File: config.mk
export PLATFORM = sky130hd
export DESIGN_NAME = max_window_sum_tracker
export DESIGN_NICKNAME = d
export VERILOG_FILES = /design/src/rtl/mwst_pkg.sv /design/src/rtl/max_window_sum_tracker.sv /design/src/rtl/mwst_cell.sv /design/src/rtl/mwst_window.sv /design/src/rtl/mwst_best.sv
export SDC_FILE = /design/constraint.sdc
export NUM_CORES = 2
export LEC_CHECK = 0
export BUFFER_PORTS_ARGS = -buffer_cell sky130_fd_sc_hd__buf_4
export CORE_UTILIZATION = 25
export DETAILED_ROUTE_END_ITERATION = 10
export SETUP_SLACK_MARGIN = 0.4
export SYNTH_ARGS = -nofsm -noshare
export SYNTH_HDL_FRONTEND = slang
export SYNTH_SLANG_ARGS = --single-unit
File: constraint.sdc
create_clock -name clk -period 158.8 [get_ports clk]
set_clock_uncertainty 0.2 [all_clocks]
set_input_delay 31.76 -clock clk [delete_from_list [all_inputs] [get_ports clk]]
set_output_delay 31.76 -clock clk [all_outputs]
set_load 0.05 [all_outputs]
File: src/rtl/mwst_pkg.sv
package mwst_pkg;

  localparam int SAMPLE_BITS    = 16;
  localparam int INDEX_BITS     = 16;
  localparam int CFG_BITS       = 9;
  localparam int START_BITS     = 16;
  localparam int SUM_OUT_BITS   = 24;
  localparam int DEF_MAX_WINDOW = 256;

  localparam logic signed [SUM_OUT_BITS-1:0] SUM_OUT_MAX = {1'b0, {(SUM_OUT_BITS-1){1'b1}}};
  localparam logic signed [SUM_OUT_BITS-1:0] SUM_OUT_MIN = {1'b1, {(SUM_OUT_BITS-1){1'b0}}};

  typedef struct packed {
    logic signed [SAMPLE_BITS-1:0] sample;
    logic                          last;
  } mwst_in_t;

  typedef struct packed {
    logic [START_BITS-1:0]          start_index;
    logic signed [SUM_OUT_BITS-1:0] best_sum;
  } mwst_out_t;

  typedef struct packed {
    logic                  valid;
    logic                  full;
    logic                  last;
    logic [INDEX_BITS-1:0] cand;
  } mwst_stage_t;

endpackage

File: src/rtl/max_window_sum_tracker.sv
// max_window_sum_tracker
// finds the fixed-length window of a sample sequence with the largest sum
// cfg channel (cfg_valid/cfg_ready/cfg_data): window length, always ready,
//   latched at the first sample of each sequence; 0 acts as 1, values above
//   MAX_WINDOW act as MAX_WINDOW
// in channel (in_valid/in_ready/in_data): one signed sample per transaction,
//   last marks the end of a sequence
// out channel (out_valid/out_ready/out_data): one transaction per sequence
//   with the start index and the best sum (saturated to 24 bits)
// throughput: one sample per cycle with in_ready high, set by the single
//   add/subtract of the running sum and the one-step cell chain shift
// result: the last sample is registered into the stage, and out_valid rises
//   when that stage entry is consumed by the best-sum tracker
// stall: samples keep flowing while a result waits; in_ready drops only when
//   a second result is ready and the first has not been taken
// reset: window length 1, sequence state and any pending result cleared
module max_window_sum_tracker #(
  parameter int MAX_WINDOW = mwst_pkg::DEF_MAX_WINDOW
) (
  input  logic                          clk,
  input  logic                          rst,
  input  logic                          cfg_valid,
  output logic                          cfg_ready,
  input  logic [mwst_pkg::CFG_BITS-1:0] cfg_data,
  input  logic                          in_valid,
  output logic                          in_ready,
  input  mwst_pkg::mwst_in_t            in_data,
  output logic                          out_valid,
  input  logic                          out_ready,
  output mwst_pkg::mwst_out_t           out_data
);
  import mwst_pkg::*;

  localparam int LEN_W = $clog2(MAX_WINDOW + 1);
  localparam int SUM_W = SAMPLE_BITS + LEN_W + 1;

  mwst_stage_t             stage;
  logic signed [SUM_W-1:0] stage_sum;
  logic                    take;

  mwst_window #(
    .MAX_WINDOW (MAX_WINDOW),
    .LEN_W      (LEN_W),
    .SUM_W      (SUM_W)
  ) u_window (
    .clk       (clk),
    .rst       (rst),
    .cfg_valid (cfg_valid),
    .cfg_ready (cfg_ready),
    .cfg_data  (cfg_data),
    .in_valid  (in_valid),
    .in_ready  (in_ready),
    .in_data   (in_data),
    .take      (take),
    .stage     (stage),
    .stage_sum (stage_sum)
  );

  mwst_best #(
    .SUM_W (SUM_W)
  ) u_best (
    .clk       (clk),
    .rst       (rst),
    .stage     (stage),
    .stage_sum (stage_sum),
    .take      (take),
    .out_valid (out_valid),
    .out_ready (out_ready),
    .out_data  (out_data)
  );

endmodule

File: src/rtl/mwst_cell.sv
module mwst_cell #(
  parameter int LEN_W    = 9,
  parameter int CELL_IDX = 0
) (
  input  logic                                  clk,
  input  logic                                  shift,
  input  logic [LEN_W-1:0]                      len_m1,
  input  logic signed [mwst_pkg::SAMPLE_BITS-1:0] new_sample,
  input  logic signed [mwst_pkg::SAMPLE_BITS-1:0] next_sample,
  output logic signed [mwst_pkg::SAMPLE_BITS-1:0] q
);

  // new sample enters at the cell of the window's far end, the rest move toward cell 0
  always_ff @(posedge clk) begin
    if (shift) begin
      if (len_m1 == LEN_W'(CELL_IDX)) begin
        q <= new_sample;
      end else begin
        q <= next_sample;
      end
    end
  end

endmodule

File: src/rtl/mwst_window.sv
module mwst_window #(
  parameter int MAX_WINDOW = mwst_pkg::DEF_MAX_WINDOW,
  parameter int LEN_W      = $clog2(MAX_WINDOW + 1),
  parameter int SUM_W      = mwst_pkg::SAMPLE_BITS + $clog2(MAX_WINDOW + 1) + 1
) (
  input  logic                          clk,
  input  logic                          rst,
  input  logic                          cfg_valid,
  output logic                          cfg_ready,
  input  logic [mwst_pkg::CFG_BITS-1:0] cfg_data,
  input  logic                          in_valid,
  output logic                          in_ready,
  input  mwst_pkg::mwst_in_t            in_data,
  input  logic                          take,
  output mwst_pkg::mwst_stage_t         stage,
  output logic signed [SUM_W-1:0]       stage_sum
);
  import mwst_pkg::*;

  logic [CFG_BITS-1:0]         win_len;
  logic [LEN_W-1:0]            active_len;
  logic [LEN_W-1:0]            clamp_len;
  logic [LEN_W-1:0]            cur_len;
  logic [LEN_W-1:0]            len_m1;
  logic [LEN_W-1:0]            fill;
  logic                        seq_start;
  logic [INDEX_BITS-1:0]       pos;
  logic [INDEX_BITS:0]         pos_p1;
  logic [INDEX_BITS:0]         len_ext;
  logic [INDEX_BITS-1:0]       cand;
  logic signed [SUM_W-1:0]     run_sum;
  logic signed [SUM_W-1:0]     run_sum_next;
  logic signed [SUM_W-1:0]     x_ext;
  logic signed [SUM_W-1:0]     drop;
  logic                        full;
  logic                        accept;
  logic signed [SAMPLE_BITS-1:0] cell_q [MAX_WINDOW];
  logic signed [SAMPLE_BITS-1:0] cell_nxt [MAX_WINDOW];

  assign cfg_ready = 1'b1;
  assign in_ready  = take;
  assign accept    = in_valid && in_ready;

  always_comb begin
    if (win_len == '0) begin
      clamp_len = LEN_W'(1);
    end else if (int'(win_len) > MAX_WINDOW) begin
      clamp_len = LEN_W'(MAX_WINDOW);
    end else begin
      clamp_len = LEN_W'(win_len);
    end
  end

  assign cur_len = seq_start ? clamp_len : active_len;
  assign len_m1  = cur_len - LEN_W'(1);
  assign full    = (fill == cur_len);

  genvar k;
  generate
    for (k = 0; k < MAX_WINDOW; k++) begin : g_cell
      if (k == MAX_WINDOW - 1) begin : g_end
        assign cell_nxt[k] = '0;
      end else begin : g_mid
        assign cell_nxt[k] = cell_q[k+1];
      end
      mwst_cell #(
        .LEN_W    (LEN_W),
        .CELL_IDX (k)
      ) u_cell (
        .clk         (clk),
        .shift       (accept),
        .len_m1      (len_m1),
        .new_sample  (in_data.sample),
        .next_sample (cell_nxt[k]),
        .q           (cell_q[k])
      );
    end
  endgenerate

  assign x_ext = SUM_W'(in_data.sample);
  assign drop  = SUM_W'(cell_q[0]);

  always_comb begin
    if (full) begin
      run_sum_next = run_sum - drop + x_ext;
    end else begin
      run_sum_next = run_sum + x_ext;
    end
  end

  assign pos_p1  = {1'b0, pos} + (INDEX_BITS+1)'(1);
  assign len_ext = (INDEX_BITS+1)'(cur_len);
  assign cand    = (pos_p1 >= len_ext) ? INDEX_BITS'(pos_p1 - len_ext) : '0;

  always_ff @(posedge clk) begin
    if (rst) begin
      win_len    <= CFG_BITS'(1);
      active_len <= LEN_W'(1);
      seq_start  <= 1'b1;
      fill       <= '0;
      pos        <= '0;
      run_sum    <= '0;
      stage      <= '0;
    end else begin
      if (cfg_valid) begin
        win_len <= cfg_data;
      end
      if (take) begin
        stage.valid <= in_valid;
      end
      if (accept) begin
        active_len <= cur_len;
        stage.full <= full;
        stage.last <= in_data.last;
        stage.cand <= cand;
        if (in_data.last) begin
          seq_start <= 1'b1;
          fill      <= '0;
          pos       <= '0;
          run_sum   <= '0;
        end else begin
          seq_start <= 1'b0;
          run_sum   <= run_sum_next;
          if (!full) begin
            fill <= fill + LEN_W'(1);
          end
          if (pos != '1) begin
            pos <= pos + INDEX_BITS'(1);
          end
        end
      end
    end
  end

  always_ff @(posedge clk) begin
    if (accept) begin
      stage_sum <= run_sum_next;
    end
  end

  a_clear_after_last: assert property (@(posedge clk) disable iff (rst)
    accept && in_data.last |=> seq_start && fill == '0 && pos == '0 && run_sum == '0)
    else $error("sequence state not cleared after last sample");

  a_fill_bound: assert property (@(posedge clk) disable iff (rst)
    !seq_start |-> fill <= active_len)
    else $error("fill count beyond window length");

endmodule

File: src/rtl/mwst_best.sv
module mwst_best #(
  parameter int SUM_W = mwst_pkg::SAMPLE_BITS + 10
) (
  input  logic                    clk,
  input  logic                    rst,
  input  mwst_pkg::mwst_stage_t   stage,
  input  logic signed [SUM_W-1:0] stage_sum,
  output logic                    take,
  output logic                    out_valid,
  input  logic                    out_ready,
  output mwst_pkg::mwst_out_t     out_data
);
  import mwst_pkg::*;

  localparam int CMP_W = (SUM_W > SUM_OUT_BITS) ? SUM_W : SUM_OUT_BITS;

  logic signed [SUM_W-1:0]  best_value;
  logic signed [SUM_W-1:0]  best_value_next;
  logic [INDEX_BITS-1:0]    best_start;
  logic [INDEX_BITS-1:0]    best_start_next;
  logic signed [CMP_W-1:0]  best_ext;
  logic signed [SUM_OUT_BITS-1:0] best_sat;
  logic                     consume;

  assign take    = !stage.valid || !stage.last || !out_valid || out_ready;
  assign consume = stage.valid && take;

  always_comb begin
    best_value_next = best_value;
    best_start_next = best_start;
    if (!stage.full) begin
      best_value_next = stage_sum;
    end else if (stage_sum >= best_value) begin
      best_value_next = stage_sum;
      best_start_next = stage.cand;
    end
  end

  assign best_ext = CMP_W'(best_value_next);

  always_comb begin
    if (best_ext > CMP_W'(SUM_OUT_MAX)) begin
      best_sat = SUM_OUT_MAX;
    end else if (best_ext < CMP_W'(SUM_OUT_MIN)) begin
      best_sat = SUM_OUT_MIN;
    end else begin
      best_sat = SUM_OUT_BITS'(best_ext);
    end
  end

  always_ff @(posedge clk) begin
    if (rst) begin
      best_value <= '0;
      best_start <= '0;
      out_valid  <= 1'b0;
    end else begin
      if (consume) begin
        if (stage.last) begin
          best_value <= '0;
          best_start <= '0;
        end else begin
          best_value <= best_value_next;
          best_start <= best_start_next;
        end
      end
      if (consume && stage.last) begin
        out_valid <= 1'b1;
      end else if (out_ready) begin
        out_valid <= 1'b0;
      end
    end
  end

  always_ff @(posedge clk) begin
    if (consume && stage.last) begin
      out_data.start_index <= START_BITS'(best_start_next);
      out_data.best_sum    <= best_sat;
    end
  end

  a_result_on_last: assert property (@(posedge clk) disable iff (rst)
    consume && stage.last |=> out_valid)
    else $error("no result after last sample");

  a_best_cleared: assert property (@(posedge clk) disable iff (rst)
    consume && stage.last |=> best_value == '0 && best_start == '0)
    else $error("best tracking not cleared after result");

endmodule
After elaboration in Yosys (flattened, before gate mapping). Cells that the tools add are included. Widths: inputs -> output; s select.

$lt $le $gt $ge: 5. Reductions and logical operators: 15. Mux-type cells: 275. Eq/ne operators: 258. $add $sub $neg: 8.

Operators with widths (count): $mux 16 (261); $eq 9x8->1 const B (128); $eq 9x7->1 const B (64); $eq 9x6->1 const B (32); $eq 9x5->1 const B (16); $mux 26 (5); $eq 9x4->1 const B (8); $add 26x16->26 (2); $mux 9 (5); $eq 9x3->1 const B (4); $ge 26x26->1 (1); $gt 26x24->1 const B (1); $lt 26x24->1 const B (1); $sub 26x16->26 (1); $mux 24 (1); $eq 9x2->1 const B (2); $logic_not 9->1 (2); $add 16x1->17 const B (1); $ge 17x9->1 (1); $add 16x1->16 const B (1); $ne 16x16->1 const B (1); $sub 16x9->16 (1); $add 9x1->9 const B (1); $eq 9x1->1 const B (1); other kinds (10) (20).

Input bits: 31. Word-level logic and storage cells: 833. Output and inout port bits: 43. Flip-flop bits (word level): 4294.

Logic depth before layout (Yosys ltp).
Word-level depth: 7. Depth in mapped cells: 14. Gate-level depth less buffers: 14.

Modules after synthesis. Synthesis repeated with hierarchy kept, for this count alone.

Cell total of the unflattened synthesis: 10718. Area, all modules: 204348.5 um^2.

Modules (own cells, without submodules): mwst_cell (u_window.g_cell[100].u_cell ...) (times used 46, sequential area each 480.5 um^2, cells an instance 36, area each 764.5 um^2); mwst_cell (u_window.g_cell[108].u_cell ...) (times used 39, sequential area each 480.5 um^2, cells an instance 36, area each 762.0 um^2); mwst_cell (u_window.g_cell[117].u_cell ...) (times used 16, sequential area each 480.5 um^2, cells an instance 36, area each 730.7 um^2); mwst_cell (u_window.g_cell[113].u_cell ...) (times used 15, sequential area each 480.5 um^2, cells an instance 37, area each 755.7 um^2); mwst_window (times used 1, sequential area each 2562.5 um^2, cells an instance 1065, area each 8824.7 um^2); mwst_cell (u_window.g_cell[115].u_cell ...) (times used 12, sequential area each 480.5 um^2, cells an instance 36, area each 724.4 um^2); mwst_cell (u_window.g_cell[13].u_cell ...) (times used 10, sequential area each 480.5 um^2, cells an instance 36, area each 759.5 um^2); mwst_cell (u_window.g_cell[103].u_cell ...) (times used 10, sequential area each 480.5 um^2, cells an instance 37, area each 758.2 um^2); mwst_cell (u_window.g_cell[147].u_cell ...) (times used 10, sequential area each 480.5 um^2, cells an instance 37, area each 754.5 um^2); mwst_cell (u_window.g_cell[133].u_cell ...) (times used 8, sequential area each 480.5 um^2, cells an instance 36, area each 755.7 um^2); mwst_cell (u_window.g_cell[125].u_cell ...) (times used 8, sequential area each 480.5 um^2, cells an instance 37, area each 728.2 um^2); mwst_cell (u_window.g_cell[245].u_cell ...) (times used 8, sequential area each 480.5 um^2, cells an instance 36, area each 728.2 um^2); mwst_cell (u_window.g_cell[119].u_cell ...) (times used 8, sequential area each 480.5 um^2, cells an instance 36, area each 726.9 um^2); mwst_cell (u_window.g_cell[116].u_cell ...) (times used 8, sequential area each 480.5 um^2, cells an instance 36, area each 716.9 um^2); 21 more rows.

Least setup slack after synthesis. OpenSTA, ideal clock, no wires.

Kind: in2reg. Start point: input out_ready. End point: register u_window.active_len[2]. Setup slack: 8.448 ns. Arrival: 145.160 ns. Path buffers: 2. Setup time: 4.993 ns. Cell stages on the path: 7. Data required time: 153.607 ns. Cells stage by stage: nand2b_1 > or2_2 > nand2_1 > inv_1 > clkbuf_1 > buf_1 > a211oi_1.

Cells in the longest elaborated chain, start to end: 2.

RTL lines: start, declared (line max_window_sum_tracker.sv:29) `input logic out_ready,`; $logic_or 1x1->1 (line mwst_best.sv:25) `assign take = !stage.valid || !stage.last || !out_valid || out_ready;`; named net in_ready (line max_window_sum_tracker.sv:26) `output logic in_ready,`; $logic_and 1x1->1 (line mwst_window.sv:42) `assign accept = in_valid && in_ready;`; named net u_window.accept (line mwst_window.sv:36) `logic accept;`; end signal, assigned (line mwst_window.sv:112) `active_len <= cur_len;`; end, declared (line mwst_window.sv:21) `logic [LEN_W-1:0] active_len;`.

The timed path passes the listed nets, and every way through them passes these cells. A chain may end at the register's enable or synchronous reset.

Worst setup path after layout.
Start point: input out_ready. End point: output in_ready.

Cells in the longest elaborated chain, start to end: 1.

RTL lines (line): $logic_or 1x1->1 (mwst_best.sv:25); end, declared (max_window_sum_tracker.sv:26).

No other way between the ends.

==> qor.csv <==
metric,value,unit
status,"complete, but fails checks",
violated checks,design-rule violations,
Detailed Place HPWL,245,mm
final setup margin,94.27,ns
die outline area,758000,um2
Synthesis Warnings,0,
max cap viols,0,
"Buf+Inv Stages, Crit Path",2,
Yosys cell types,94,
DP Cell Count,20200,
CP Max Fanout,4,
cells after synthesis,10900,
worst skew pair latency,1.00,ns
footprint of the multi-input gates,56800,um2
final setup fails,0,
Post-DRT Antenna Nets,0,
Remaining DRCs,60,
# resized after CTS,0,
Max-slew headroom,13.7,%
"CP delay by family, top",simple AND/OR/NAND/NOR gates,
Worst Tran Pin Value,1.29,ns
Synth-to-Final Area Change,13.2,%
number of synthesized flops with an enable pin,4162,
Clock transition at path regs,0.06,ns
PortBufs,72,
routed wire length,428,mm
Crit path largest cell delay,0.34,ns
"commonest non-fill, non-tap cell in the layout",edfxtp_1,
Final Hold Fails,0,
vias in the first global route,95700,
Pre-antenna DRT Iters,10,
Die Wd,871,um
Num CTS Buffers,445,
Clock Sinks,4294,
CP dominant cell by count,buf_4,
Worst EP required,126.84,ns
post-synthesis sequential area ratio,67.6,%
CTS tree,built,
mapped cell area,189000,um2
grt ovf,0,
Final Slew Violations,0,
crit path DAT,32.57,ns
leakage power,71.4,nW
post-synthesis net count,11000,
fill count,74000,
GPL Wtd Cong,0.818,
initial antenna violation count,33,
Setup Slack @ Placement,94.27,ns
worst hold-check path type,register to register,
Longest Clk Path Bufs,4,
"flops & latches, synth",4294,
clk root buf,clkbuf_16,
RSZ-0062 raised after global routing,no,
Peak VDD IR,9.60,uV
I/O pin count,74,
slowest CP cell,or2_2,
Post-synth ARST share,0,%
crit-path cells,buf_4 > nand2b_1 > or2_2 > buf_4,
postcts setup bufs,0,
gr usage total,10.8,%
largest net degree at the start of global routing,194,
H-tree levels,5,
chip height,871,um
Setup Crit Path Kind,input port to output pin,
Hold Buf Count CTS,0,
predominant post-synthesis flop cell,edfxtp_1,
sequential standard cell area,128000,um2
first-pass GRT wire length,640,mm
r2r worst-path depth,14,
DRT iter0 DRCs,8424,
share of cells above drive strength 1,43.0,%
Hold Path Stages,2,
Final #Nets,10900,
Core ar.,751000,um2
Wirelength per Cell,20.3,um
CP endpoint kind,output pin,
vias post-DR,93200,
Synth Area per Inst,17.4,um2
FP Rows,318,
most frequent cells in the layout,"edfxtp_1 (4162), mux2_2 (3698), clkbuf_16 (448)",
Final Cycle Share,40.6,%
PwrDens,11.8,nW/um2
CP Launch Type,input port,
Initial Utilization,25.1,%
Max Clk Rate,0.0155,GHz
Non-Filler Instances,21000,
CP Depth,4,
Final TNS setup,0,ns
post-route minimum period,64.53,ns
Via density,4.43,
==> cell families after synthesis <==
family / synth area share (%)
and+or+nand+nor: 2.60
DFF: 67.6
buffers and inverters: 2.36
muxes: 24.6
other: 0.00199
xor gates and xnor gates: 0.363
AOI/OAI and AO/OA: 1.54
adders and majority gates: 0.876
==> final timing paths <==
| check | start | endpoint | slack [ns] |
|---|---|---|---|
| hold reg to reg | u_window.run_sum[21]$_SDFFE_PP0P_ | u_window.run_sum[21]$_SDFFE_PP0P_ | 0.28 |
| hold / removal | u_window.run_sum[21]$_SDFFE_PP0P_ | u_window.run_sum[21]$_SDFFE_PP0P_ | 0.28 |
| setup reg to reg | u_window.stage[16]$_SDFFE_PP0P_ | u_window.g_cell[185].u_cell.q[0]$_DFFE_PP_ | 149.06 |
| setup / recovery | out_ready | in_ready | 94.27 |
==> routing by layer <==
layer | share of wire [%] | track usage [%]
met5 | 0.0028 | 0
met4 | 2.4 | 2.69
met3 | 5.4 | 1.80
met2 | 47 | 17.7
met1 | 46 | 15.0
==> state kept, by name (all words and copies together), names as in the netlist <==
register                  count
u_best.best_start            16
u_best.best_value            26
u_best.out_data              40
u_best.out_valid              1
u_window.active_len           9
u_window.fill                 9
u_window.g_cell.u_cell.q   4096
u_window.pos                 16
u_window.run_sum             26
u_window.seq_start            1
u_window.stage               19
u_window.stage_sum           26
u_window.win_len              9
==> cells in the mapped netlist (all sizes together) (9+ instances only) <==
cell     count  area [um2]
inv        175         659
mux2      4101       46300
xnor2       48         439
nand2b      31         194
a21oi       96         484
nor2       270        1800
a31oi       14        93.8
a221o       18         180
o21ai       53         277
nor3        48         272
clkbuf     584        2190
and2        14        87.6
a22oi       26         195
or3         65         407
mux2i       25         267
edfxtp    4162      125000
nor2b       16         100
o21bai      11        82.6
or2         13        81.3
ha          89        1110
nor3b       19         143
fa          27         541
dfxtp      132        2640
nand3       68         340
a21o        39         293
o211ai       9        67.6
a211oi      17         128
buf        246        1600
nand4       14        87.6
nand2      242        1020
and3        17         106
a22o        11        96.3
nand3b      11        82.6
o221ai      30         263
xor2        28         245
o2111ai     26         228
==> per-stage QoR <==
stage          utilization (%)  power [mW]  area [um2]  hold slack [ns]
3_3_place_gp              26.6        1.54      200000            0.285
5_1_grt                   28.4        2.61      214000            0.304
6_report                  28.4        2.53      214000            0.284
4_1_cts                   28.4        2.55      214000            0.286
2_1_floorplan                -        1.73      189000            0.253
3_5_place_dp              26.6        1.54      200000            0.278
==> final cells by class <==
| cell class | instances | share of cell area (%) |
|---|---|---|
| Multi-Input combinational cell | 5577 | 26.6 |
| Timing Repair Buffer | 263 | 1.05 |
| Inverter | 175 | 0.312 |
| Clock inverter | 259 | 1.04 |
| Clock buffer | 553 | 5.44 |
| Tap cell | 9920 | 5.81 |
| Antenna cell | 8 | 0.00937 |
| Sequential cell | 4294 | 59.7 |
==> where the power goes <==
| group | total [mW] | switching (mW) | internal [mW] | leakage (nW) |
|---|---|---|---|---|
| combinational | 0.174 | 0.107 | 0.0666 | 22.8 |
| clock | 1.01 | 0.443 | 0.564 | 6.76 |
| sequential | 1.34 | 0.0232 | 1.32 | 41.8 |
==> worst min-delay path: stages (launching register included) <==
cell     delay (ns)
dfxtp_1        0.33
nand2_1        0.06
a21oi_1        0.05
No activity file was read; power rests on OpenSTA's default activity.
